<file path="config.mk">
export PLATFORM = sky130hd
export DESIGN_NAME = sensor_voltage_table_linearizer_core_flat
export DESIGN_NICKNAME = d
export VERILOG_FILES = /design/src/design/svtl_pkg.sv /design/src/design/svtl_stream_if.sv /design/src/design/svtl_ram.sv /design/src/design/svtl_div.sv /design/src/design/sensor_voltage_table_linearizer_core.sv /design/src/flat_wrapper.sv
export VERILOG_INCLUDE_DIRS = /design/src /design/src/design
export SDC_FILE = /design/constraint.sdc
export NUM_CORES = 2
export LEC_CHECK = 0
export CAP_MARGIN = 20
export CORE_MARGIN = 5
export CORE_UTILIZATION = 47
export CTS_CLUSTER_SIZE = 14
export DETAILED_ROUTE_END_ITERATION = 7
export DONT_BUFFER_PORTS = 1
export GPL_ROUTABILITY_DRIVEN = 0
export PLACE_DENSITY_LB_ADDON = 0.15
export SLEW_MARGIN = 30
export SYNTH_ARGS = -nofsm -noshare
export SYNTH_HDL_FRONTEND = slang
export SYNTH_HIERARCHICAL = 1
export SYNTH_SLANG_ARGS = --single-unit
</file>
<file path="constraint.sdc">
create_clock -name i_clk -period 17.2 [get_ports i_clk]
set_input_delay 0.86 -clock i_clk [delete_from_list [all_inputs] [get_ports i_clk]]
set_output_delay 0.86 -clock i_clk [all_outputs]
set_load 0.05 [all_outputs]
</file>
<file path="src/design/sensor_voltage_table_linearizer_core_macros.svh">
// Assertion macros used by the linearizer core.
`ifndef SENSOR_VOLTAGE_TABLE_LINEARIZER_CORE_MACROS_SVH
`define SENSOR_VOLTAGE_TABLE_LINEARIZER_CORE_MACROS_SVH

// Consequent must hold in the same cycle as the antecedent.
`define SVTL_ASSERT_NOW(label, ante, cons, msg) \
    label: assert property (@(posedge i_clk) disable iff (!i_rst_n) (ante) |-> (cons)) \
        else $error(msg);

// Consequent must hold in the cycle after the antecedent.
`define SVTL_ASSERT_NEXT(label, ante, cons, msg) \
    label: assert property (@(posedge i_clk) disable iff (!i_rst_n) (ante) |=> (cons)) \
        else $error(msg);

`endif

</file>
<file path="src/design/svtl_pkg.sv">
// Package with the breakpoint table, widths, state type and divider request type.
`default_nettype none

package svtl_pkg;

    localparam int MV_W     = 11;
    localparam int TEMP_W   = 17;
    localparam int ROM_SIZE = 201;
    localparam int TOP_TEMP = 150;

    // Sensor voltage at each whole degree, from 150 C down to -50 C.
    localparam logic [MV_W-1:0] VOLT_ROM [ROM_SIZE] = '{
        11'd301,  11'd310,  11'd319,  11'd328,  11'd337,  11'd346,  11'd354,  11'd363,
        11'd372,  11'd381,  11'd390,  11'd399,  11'd408,  11'd416,  11'd425,  11'd434,
        11'd443,  11'd452,  11'd460,  11'd469,  11'd478,  11'd487,  11'd495,  11'd504,
        11'd513,  11'd521,  11'd530,  11'd539,  11'd547,  11'd556,  11'd565,  11'd573,
        11'd582,  11'd591,  11'd599,  11'd608,  11'd617,  11'd625,  11'd634,  11'd642,
        11'd651,  11'd660,  11'd668,  11'd677,  11'd685,  11'd694,  11'd702,  11'd711,
        11'd720,  11'd728,  11'd737,  11'd745,  11'd754,  11'd762,  11'd771,  11'd779,
        11'd788,  11'd797,  11'd805,  11'd814,  11'd822,  11'd831,  11'd839,  11'd848,
        11'd856,  11'd865,  11'd873,  11'd881,  11'd890,  11'd898,  11'd907,  11'd915,
        11'd924,  11'd932,  11'd941,  11'd949,  11'd957,  11'd966,  11'd974,  11'd983,
        11'd991,  11'd1000, 11'd1008, 11'd1017, 11'd1025, 11'd1034, 11'd1042, 11'd1051,
        11'd1059, 11'd1067, 11'd1076, 11'd1084, 11'd1093, 11'd1101, 11'd1109, 11'd1118,
        11'd1126, 11'd1134, 11'd1143, 11'd1151, 11'd1159, 11'd1167, 11'd1176, 11'd1184,
        11'd1192, 11'd1201, 11'd1209, 11'd1217, 11'd1225, 11'd1234, 11'd1242, 11'd1250,
        11'd1258, 11'd1267, 11'd1275, 11'd1283, 11'd1291, 11'd1299, 11'd1308, 11'd1316,
        11'd1324, 11'd1332, 11'd1340, 11'd1348, 11'd1356, 11'd1365, 11'd1373, 11'd1381,
        11'd1389, 11'd1397, 11'd1405, 11'd1413, 11'd1421, 11'd1430, 11'd1438, 11'd1446,
        11'd1454, 11'd1462, 11'd1470, 11'd1478, 11'd1486, 11'd1494, 11'd1502, 11'd1511,
        11'd1519, 11'd1527, 11'd1535, 11'd1543, 11'd1551, 11'd1559, 11'd1567, 11'd1575,
        11'd1583, 11'd1591, 11'd1599, 11'd1607, 11'd1615, 11'd1623, 11'd1631, 11'd1639,
        11'd1648, 11'd1656, 11'd1663, 11'd1671, 11'd1679, 11'd1687, 11'd1695, 11'd1703,
        11'd1711, 11'd1719, 11'd1727, 11'd1735, 11'd1743, 11'd1751, 11'd1759, 11'd1767,
        11'd1775, 11'd1783, 11'd1790, 11'd1798, 11'd1806, 11'd1814, 11'd1822, 11'd1830,
        11'd1838, 11'd1845, 11'd1853, 11'd1861, 11'd1869, 11'd1877, 11'd1885, 11'd1892,
        11'd1900, 11'd1908, 11'd1915, 11'd1921, 11'd1928, 11'd1935, 11'd1942, 11'd1949,
        11'd1955
    };

    typedef enum logic [3:0] {
        ST_FILL,
        ST_IDLE,
        ST_SRCH,
        ST_CMP,
        ST_RD_LO,
        ST_RD_HI,
        ST_DIV_GO,
        ST_DIV_WAIT,
        ST_OUT
    } t_state;

    typedef struct packed {
        logic            start;
        logic [MV_W-1:0] num;
        logic [MV_W-1:0] den;
    } t_div_req;

    function automatic logic [MV_W-1:0] rom_mv(input logic [7:0] idx);
        logic [MV_W-1:0] v;
        v = '0;
        if (int'(idx) < ROM_SIZE) begin
            v = VOLT_ROM[idx];
        end
        return v;
    endfunction

endpackage

`default_nettype wire

</file>
<file path="src/design/svtl_stream_if.sv">
// Valid/ready channel interfaces for the voltage input and the temperature output.
`default_nettype none

interface svtl_mv_if import svtl_pkg::*; ();
    logic            valid;
    logic            ready;
    logic [MV_W-1:0] millivolts;

    modport source (output valid, output millivolts, input ready);
    modport sink   (input valid, input millivolts, output ready);
endinterface

interface svtl_temp_if import svtl_pkg::*; ();
    logic                     valid;
    logic                     ready;
    logic signed [TEMP_W-1:0] temperature_q8;

    modport source (output valid, output temperature_q8, input ready);
    modport sink   (input valid, input temperature_q8, output ready);
endinterface

`default_nettype wire

</file>
<file path="src/design/svtl_ram.sv">
// Generic single-port-write, single-port-read RAM with registered read data.
`default_nettype none

module svtl_ram #(
    parameter int WIDTH = 11,
    parameter int DEPTH = 201
) (
    input  wire logic                                   i_clk,
    input  wire logic                                   i_we,
    input  wire logic [(DEPTH > 1 ? $clog2(DEPTH) : 1)-1:0] i_waddr,
    input  wire logic [WIDTH-1:0]                       i_wdata,
    input  wire logic [(DEPTH > 1 ? $clog2(DEPTH) : 1)-1:0] i_raddr,
    output logic      [WIDTH-1:0]                       o_rdata
);

    logic [WIDTH-1:0] r_mem [DEPTH];
    logic [WIDTH-1:0] r_rdata;

    always_ff @(posedge i_clk) begin
        if (i_we) begin
            r_mem[i_waddr] <= i_wdata;
        end
        r_rdata <= r_mem[i_raddr];
    end

    assign o_rdata = r_rdata;

endmodule

`default_nettype wire

</file>
<file path="src/design/svtl_div.sv">
// Bit-serial restoring divider that returns ceil(num * 2^FRAC_BITS / den) for num < den.
`default_nettype none

module svtl_div import svtl_pkg::*; #(
    parameter int FRAC_BITS = 8
) (
    input  wire logic               i_clk,
    input  wire logic               i_rst_n,
    input  wire t_div_req           i_req,
    output logic                    o_done,
    output logic [FRAC_BITS:0]      o_frac
);

    localparam int QW = (FRAC_BITS > 0) ? FRAC_BITS : 1;
    localparam int CW = (FRAC_BITS > 0) ? $clog2(FRAC_BITS + 1) : 1;
    localparam int FW = FRAC_BITS + 1;

    logic            r_busy, n_busy;
    logic [CW-1:0]   r_cnt, n_cnt;
    logic [MV_W-1:0] r_rem, n_rem;
    logic [MV_W-1:0] r_den, n_den;
    logic [QW-1:0]   r_quo, n_quo;
    logic [MV_W:0]   s_shift;
    logic            s_last;

    assign s_shift = {r_rem, 1'b0};
    assign s_last  = (r_cnt == CW'(FRAC_BITS));

    always_comb begin
        n_busy = r_busy;
        n_cnt  = r_cnt;
        n_rem  = r_rem;
        n_den  = r_den;
        n_quo  = r_quo;
        if (i_req.start) begin
            n_busy = 1'b1;
            n_cnt  = '0;
            n_rem  = i_req.num;
            n_den  = i_req.den;
            n_quo  = '0;
        end else if (r_busy) begin
            if (s_last) begin
                n_busy = 1'b0;
            end else begin
                n_cnt = r_cnt + CW'(1);
                // The remainder stays below den, so one compare and subtract per bit.
                if (s_shift >= {1'b0, r_den}) begin
                    n_rem = MV_W'(s_shift - {1'b0, r_den});
                    n_quo = QW'({r_quo, 1'b1});
                end else begin
                    n_rem = MV_W'(s_shift);
                    n_quo = QW'({r_quo, 1'b0});
                end
            end
        end
    end

    always_ff @(posedge i_clk) begin
        if (!i_rst_n) begin
            r_busy <= 1'b0;
            r_cnt  <= '0;
        end else begin
            r_busy <= n_busy;
            r_cnt  <= n_cnt;
        end
        r_rem <= n_rem;
        r_den <= n_den;
        r_quo <= n_quo;
    end

    assign o_done = r_busy && s_last;
    // A nonzero remainder rounds the quotient up.
    assign o_frac = FW'(r_quo) + FW'(r_rem != '0);

endmodule

`default_nettype wire

</file>
<file path="src/design/sensor_voltage_table_linearizer_core.sv">
// Top level of the sensor voltage to temperature linearizer.
//
// i_mv carries one word per conversion: the sensor voltage in millivolts.
// o_temp carries one word back: the temperature in degrees Celsius with
// FRAC_BITS fraction bits, two's complement, floored. Both channels move a
// word on a clock edge where valid and ready are high.
// After reset the breakpoint RAM is loaded from the constant table, one
// entry per cycle; i_mv stays not ready until the last entry is written.
// A word is then handled one at a time: a binary search over the RAM takes
// at most ceil(log2(N+1)) steps, each a registered read then a compare,
// followed by two breakpoint reads and a bit-serial divider that
// produces one fraction bit per cycle. Inputs outside the table skip the
// reads and the divider. i_mv is ready again in the cycle after a result
// is loaded into the output register.
// The result sits in an output register, so a new word is taken while an
// earlier result waits; if the receiver stalls, the next result waits in
// the core until the register is free.
`default_nettype none
`include "sensor_voltage_table_linearizer_core_macros.svh"

module sensor_voltage_table_linearizer_core import svtl_pkg::*; #(
    parameter int TABLE_POINTS = 201,
    parameter int FRAC_BITS    = 8
) (
    input  wire logic    i_clk,
    input  wire logic    i_rst_n,
    svtl_mv_if.sink      i_mv,
    svtl_temp_if.source  o_temp
);

    localparam int N  = (TABLE_POINTS > ROM_SIZE) ? ROM_SIZE :
                        ((TABLE_POINTS < 2) ? 2 : TABLE_POINTS);
    localparam int AW = $clog2(N);
    localparam int IW = $clog2(N + 1);

    t_state r_state, n_state;

    logic [AW-1:0]          r_fill_addr, n_fill_addr;
    logic [MV_W-1:0]        r_mv, n_mv;
    logic [IW-1:0]          r_lo, n_lo;
    logic [IW-1:0]          r_hi, n_hi;
    logic [IW-1:0]          r_mid, n_mid;
    logic [IW-1:0]          r_hit, n_hit;
    logic [MV_W-1:0]        r_lo_mv, n_lo_mv;
    logic [TEMP_W-1:0]      r_res, n_res;
    logic                   r_out_valid, n_out_valid;
    logic [TEMP_W-1:0]      r_out_temp, n_out_temp;

    logic                   ram_we;
    logic [AW-1:0]          ram_waddr;
    logic [MV_W-1:0]        ram_wdata;
    logic [AW-1:0]          ram_raddr;
    logic [MV_W-1:0]        ram_rdata;

    t_div_req               div_req;
    logic                   div_done;
    logic [FRAC_BITS:0]     div_frac;

    logic [IW:0]            s_sum;
    logic [IW-1:0]          s_mid;
    logic                   s_in_acc;
    logic                   s_out_free;
    logic                   s_edge_lo;
    logic                   s_edge_hi;
    logic signed [31:0]     s_edge_val;
    logic signed [31:0]     s_interp_val;

    assign s_sum      = {1'b0, r_lo} + {1'b0, r_hi};
    assign s_mid      = s_sum[IW:1];
    assign s_in_acc   = i_mv.valid && i_mv.ready;
    assign s_out_free = !r_out_valid || o_temp.ready;
    assign s_edge_lo  = (r_hit == '0);
    assign s_edge_hi  = (r_hit == IW'(N));

    // Outside the table the result is the temperature of the nearest end point.
    assign s_edge_val   = s_edge_lo ? (32'(TOP_TEMP) <<< FRAC_BITS)
                                    : ((32'(TOP_TEMP) - 32'(N - 1)) <<< FRAC_BITS);
    assign s_interp_val = ((32'(TOP_TEMP + 1) - 32'(r_hit)) <<< FRAC_BITS)
                          - 32'(div_frac);

    svtl_ram #(
        .WIDTH (MV_W),
        .DEPTH (N)
    ) u_ram (
        .i_clk   (i_clk),
        .i_we    (ram_we),
        .i_waddr (ram_waddr),
        .i_wdata (ram_wdata),
        .i_raddr (ram_raddr),
        .o_rdata (ram_rdata)
    );

    svtl_div #(
        .FRAC_BITS (FRAC_BITS)
    ) u_div (
        .i_clk   (i_clk),
        .i_rst_n (i_rst_n),
        .i_req   (div_req),
        .o_done  (div_done),
        .o_frac  (div_frac)
    );

    // Next state.
    always_comb begin
        n_state = r_state;
        case (r_state)
            ST_FILL: begin
                if (r_fill_addr == AW'(N - 1)) begin
                    n_state = ST_IDLE;
                end
            end
            ST_IDLE: begin
                if (s_in_acc) begin
                    n_state = ST_SRCH;
                end
            end
            ST_SRCH: begin
                if (r_lo != r_hi) begin
                    n_state = ST_CMP;
                end else if (r_lo == '0 || r_lo == IW'(N)) begin
                    n_state = ST_OUT;
                end else begin
                    n_state = ST_RD_LO;
                end
            end
            ST_CMP:      n_state = ST_SRCH;
            ST_RD_LO:    n_state = ST_RD_HI;
            ST_RD_HI:    n_state = ST_DIV_GO;
            ST_DIV_GO:   n_state = ST_DIV_WAIT;
            ST_DIV_WAIT: begin
                if (div_done) begin
                    n_state = ST_OUT;
                end
            end
            ST_OUT: begin
                if (s_out_free) begin
                    n_state = ST_IDLE;
                end
            end
            default:     n_state = ST_FILL;
        endcase
    end

    // Datapath and outputs.
    always_comb begin
        n_fill_addr  = r_fill_addr;
        n_mv         = r_mv;
        n_lo         = r_lo;
        n_hi         = r_hi;
        n_mid        = r_mid;
        n_hit        = r_hit;
        n_lo_mv      = r_lo_mv;
        n_res        = r_res;
        n_out_valid  = r_out_valid && !o_temp.ready;
        n_out_temp   = r_out_temp;
        ram_we       = 1'b0;
        ram_waddr    = r_fill_addr;
        ram_wdata    = rom_mv(8'(r_fill_addr));
        ram_raddr    = AW'(s_mid);
        div_req      = '0;
        div_req.num  = r_mv - r_lo_mv;
        div_req.den  = ram_rdata - r_lo_mv;
        i_mv.ready   = 1'b0;
        case (r_state)
            ST_FILL: begin
                ram_we      = 1'b1;
                n_fill_addr = r_fill_addr + AW'(1);
            end
            ST_IDLE: begin
                i_mv.ready = 1'b1;
                n_mv       = i_mv.millivolts;
                n_lo       = '0;
                n_hi       = IW'(N);
            end
            ST_SRCH: begin
                n_mid = s_mid;
                n_hit = r_lo;
            end
            ST_CMP: begin
                // First breakpoint strictly above the input bounds the segment.
                if (ram_rdata > r_mv) begin
                    n_hi = r_mid;
                end else begin
                    n_lo = r_mid + IW'(1);
                end
            end
            ST_RD_LO: begin
                ram_raddr = AW'(r_hit - IW'(1));
            end
            ST_RD_HI: begin
                n_lo_mv   = ram_rdata;
                ram_raddr = AW'(r_hit);
            end
            ST_DIV_GO: begin
                div_req.start = 1'b1;
            end
            ST_DIV_WAIT: begin
                n_res = s_interp_val[TEMP_W-1:0];
            end
            ST_OUT: begin
                if (s_edge_lo || s_edge_hi) begin
                    n_res = s_edge_val[TEMP_W-1:0];
                end
                if (s_out_free) begin
                    n_out_valid = 1'b1;
                    n_out_temp  = (s_edge_lo || s_edge_hi) ? s_edge_val[TEMP_W-1:0] : r_res;
                end
            end
            default: begin
                n_fill_addr = '0;
            end
        endcase
    end

    always_ff @(posedge i_clk) begin
        if (!i_rst_n) begin
            r_state     <= ST_FILL;
            r_fill_addr <= '0;
            r_out_valid <= 1'b0;
        end else begin
            r_state     <= n_state;
            r_fill_addr <= n_fill_addr;
            r_out_valid <= n_out_valid;
        end
        r_mv       <= n_mv;
        r_lo       <= n_lo;
        r_hi       <= n_hi;
        r_mid      <= n_mid;
        r_hit      <= n_hit;
        r_lo_mv    <= n_lo_mv;
        r_res      <= n_res;
        r_out_temp <= n_out_temp;
    end

    assign o_temp.valid          = r_out_valid;
    assign o_temp.temperature_q8 = signed'(r_out_temp);

    `SVTL_ASSERT_NOW(a_search_bounds, (r_state == ST_SRCH || r_state == ST_CMP), (r_lo <= r_hi), "search bounds crossed")
    `SVTL_ASSERT_NOW(a_interior_segment, (r_state == ST_RD_LO), (r_hit != '0 && r_hit != IW'(N)), "interpolation started outside the table")
    `SVTL_ASSERT_NOW(a_div_operands, (r_state == ST_DIV_GO), (div_req.num < div_req.den), "segment does not contain the input")
    `SVTL_ASSERT_NOW(a_div_done_owner, div_done, (r_state == ST_DIV_WAIT), "divider finished with no conversion waiting")
    `SVTL_ASSERT_NEXT(a_search_init, (r_state == ST_IDLE && s_in_acc), (r_lo == '0 && r_hi == IW'(N)), "search not reset on a new word")

endmodule

`default_nettype wire

</file>
<file path="src/flat_wrapper.sv">
// flat-port wrapper written by rule: the top's interface ports become plain ports
module sensor_voltage_table_linearizer_core_flat import svtl_pkg::*;
#(
    parameter int TABLE_POINTS = 201,
    parameter int FRAC_BITS    = 8
)
  (i_clk, i_rst_n, i_mv_valid, i_mv_millivolts, i_mv_ready, o_temp_valid, o_temp_temperature_q8, o_temp_ready);
  svtl_mv_if i_mv_i ();
  svtl_temp_if o_temp_i ();
  input  wire logic i_clk;
  input  wire logic i_rst_n;
  input wire logic [$bits(i_mv_i.valid)-1:0] i_mv_valid;
  input wire logic [$bits(i_mv_i.millivolts)-1:0] i_mv_millivolts;
  output wire logic [$bits(i_mv_i.ready)-1:0] i_mv_ready;
  output wire logic [$bits(o_temp_i.valid)-1:0] o_temp_valid;
  output wire logic [$bits(o_temp_i.temperature_q8)-1:0] o_temp_temperature_q8;
  input wire logic [$bits(o_temp_i.ready)-1:0] o_temp_ready;
  assign i_mv_i.valid = i_mv_valid;
  assign i_mv_i.millivolts = i_mv_millivolts;
  assign i_mv_ready = i_mv_i.ready;
  assign o_temp_valid = o_temp_i.valid;
  assign o_temp_temperature_q8 = o_temp_i.temperature_q8;
  assign o_temp_i.ready = o_temp_ready;
  sensor_voltage_table_linearizer_core #(.TABLE_POINTS(TABLE_POINTS), .FRAC_BITS(FRAC_BITS)) u_core (.i_clk(i_clk), .i_rst_n(i_rst_n), .i_mv(i_mv_i), .o_temp(o_temp_i));
endmodule
</file>
==> impl_metrics.yaml <==
global_route:
  grt_pass1_vias: 48052
  grt_usage: 0.2325
  antenna_found_initial: 4
  overflow: 0
  grt_pass1_wl_um: 355400
  grt_max_degree: 202
timing:
  maxSlewViolCount: 0
  setup_viol: 0
  fin_setup_tns_ns: 0
  fin_crit_ns: 7.495
  fin_hold_ws_ns: 0.09398
  fmax_ghz: 0.1334
  hold_violations: 0
  tightest_slew_ns: 1.031
  clock-skew-final_ns: 0.03719
  grt_setup_unrepaired: "no"
  finalCritPeriodShare: 0.4358
  slew_headroom: 0.3120
detailed_routing:
  post_drt_via_cell_ratio: 6.125
  wl_met3_um: 18680
  wl_met1_um: 105800
  wl_per_cell_um: 31.33
  wl_met2_um: 117600
  route.detailed.drc: 0
  wl_um: 248000
  dr.pass1.iters: 5
  drt_iter0_drc: 5501
  antenna_left: 0
  vias: 48484
  top_layer: "met4"
die:
  die_h_um: 462.0
  dieArea_um2: 213500
  rows: 166
  initial_utilization: 0.4708
  die_w_um: 462.0
  coreArea_um2: 204000
  pin_count: 34
setup_path:
  cp.required_ns: 17.92
  reg2reg_depth: 13
  path_class: "reg2reg"
  critPathCaptureType: "register"
  r2r-end: "u_core/u_ram/o_rdata[4]"
  ff2ff_setup_slack_ns: 9.70
  crit_path_start_kind: "register"
  cp.arrival_ns: 8.22
  crit_path_start: "u_core/r_state[2]"
  r2r-start: "u_core/r_state[2]"
  cp_max_fo: 64
  cp-endpoint: "u_core/u_ram/o_rdata[4]"
clock_tree:
  cts_setup_buffers: 0
  cts_tree: "built"
  max-clock-path-buffers: 3
  clk_latency_ns: 0.86
  h-tree-depth: 4
  cts_made_buffers: 235
  clkTransAtPathRegs_ns: 0.06
  postCtsHoldBufs: 0
  cts_root_buffer: "clkbuf_16"
  cts_num_sinks: 2358
  cts_resized: 0
place:
  dp_hpwl_um: 145500
  placed_area_um2: 100000
  io_buffers: 0
  place_inst: 7476
logic_synthesis:
  synth-seq-cells: 2358
  ys_types: 89
  netlist_area_um2: 96030
  async_flop_share: 0
  synth_edf_count: 2321
  avgSynthCellArea_um2: 19.69
  synthFlopType: "edfxtp_1"
  synth_seq_area_share: 0.7335
  synth_nets: 4977
  synthCells: 4876
  ys_warn_count: 6
flow_run:
  maxCapViolCount: 0
finish:
  drive_gt1_frac: 0.2517
  layout.nets: 5133
  fin_cells: 7916
  finalInstanceArea_um2: 107600
  fill_cells: 15845
  multi_input_area_um2: 24400
  area.growth.synth_to_final_pct: 12.03
  regArea_um2: 70440
pwr:
  powerDensity_nw_per_um2: 107.3
  peakVddDrop_mv: 0.1114
  p_leak_nw: 34.11
hold_path:
  hold_class: "in2reg"
outcome:
  status: "finished, final reports clean"
cell type report:
type,count,area share
diodes,4,0.00009304
clock buffers,291,0.05747
multi-input cells,2165,0.2268
repair buffers,196,0.01650
clock inverters,138,0.01048
flip-flops and latches,2358,0.6548
well taps,2688,0.03126
inverters,76,0.002675
state kept, by name, indices dropped and copies added (netlist names), 11 cells and up:
register                      cells
u_core/o_temp.temperature_q8     17
u_core/r_lo_mv                   11
u_core/r_mv                      11
u_core/r_res                     17
u_core/u_div/r_den               11
u_core/u_div/r_rem               11
u_core/u_ram/o_rdata             11
u_core/u_ram/r_mem             2211
report_power, final:
part / leakage (nW) / internal [mW] / total (mW) / switching, mW
Clock: 3.56 / 2.71 / 4.86 / 2.15
Combinational: 9.10 / 0.0439 / 0.279 / 0.236
Sequential: 21.5 / 6.40 / 6.40 / 0.00230
Total: 34.1 / 9.15 / 11.5 / 2.39
per-layer routing:
layer / vias to the layer above / global-route usage
met5: - / 0
met4: 0 / 0.05634
met3: 299 / 0.04279
met2: 1795 / 0.3672
li1: 20365 / -
met1: 26025 / 0.3403
synthesized netlist by cell type (46+ instances only):
library cell     n  area, um2
a21oi_1        107      535.5
buf_2           70      350.3
clkbuf_1       110      412.9
edfxtp_1      2321      69700
ha_1            82       1026
inv_1           73      274.0
mux2i_1        106       1061
mux4_2         619      13940
nand2_1        150      563.0
nor2_1         345       1295
o21ai_0        109      545.5
xnor2_1         46      402.9
layout by cell type, fill, tap and decap left out, types with 12 or more instances in the layout:
cell type,instances
a22oi_1,26
xor2_1,26
clkinv_1,65
clkinv_2,40
a21oi_1,100
o21a_1,17
dfxtp_1,33
a31oi_1,24
o21ai_0,105
mux2i_1,106
buf_4,171
nor2_1,243
inv_1,73
clkbuf_1,49
ha_1,82
edfxtp_1,2321
nor2_2,93
xnor2_1,46
o22ai_1,23
nand2_1,142
mux2_2,15
nor3_1,40
and2_1,29
nor2b_1,40
o211ai_1,25
nand4_1,15
and3_1,19
nor4_1,12
nand3_1,38
clkbuf_16,237
a221oi_1,12
mux4_2,619
nand2b_1,33
a211oi_1,26
cell families (layout without fill, tap and decap cells):
logic type      after synthesis  count (layout)  synth area share
other cells                   0               4                 0
xor+xnor                     72              72          0.006567
buf+inv                     353             701           0.01859
fa+ha+maj                    86              86           0.01152
flops                      2358            2358            0.7335
compound gates              484             484           0.03351
mux                         745             745            0.1586
simple gates                778             778           0.03769
critical path: stages (launching register included):
cell       delay, ns
dfxtp_1         0.60
nand2_1         0.27
nor2_2          0.73
mux2_8          0.75
buf_4           0.76
buf_4           0.63
buf_4           0.80
buf_6           0.67
mux4_2          0.58
mux4_2          0.47
mux2i_1         0.13
nor2b_1         0.07
a2111oi_2       0.59
nor3_1          0.11
how the worst min path moves through the flow:
stage | start | end | slack, ns | cells past startpoint
3_5_place_dp | u_core/u_div/r_quo[0] | u_core/u_div/r_quo[1] | 0.48 | 2
5_1_grt | i_mv_millivolts[0] | u_core/r_mv[0] | 0.04 | 0
2_1_floorplan | u_core/u_ram/o_rdata[0] | u_core/r_lo_mv[0] | 0.41 | 0
3_3_place_gp | u_core/u_div/r_quo[7] | u_core/u_div/r_quo[7] | 0.47 | 2
4_1_cts | i_mv_millivolts[0] | u_core/r_mv[0] | 0.02 | 0
6_report | i_mv_millivolts[0] | u_core/r_mv[0] | 0.09 | 0
metrics by stage:
stage               setup WS [ns]    util  power [mW]
finish                      9.705  0.5275       11.54
global route                8.861  0.5275       11.91
CTS                         9.171  0.5262       11.63
detailed placement          9.201  0.4904       6.798
global placement            8.766  0.4892       6.786
floorplan                 0.04118       -       6.722
(Power assumes the default switching activity.)
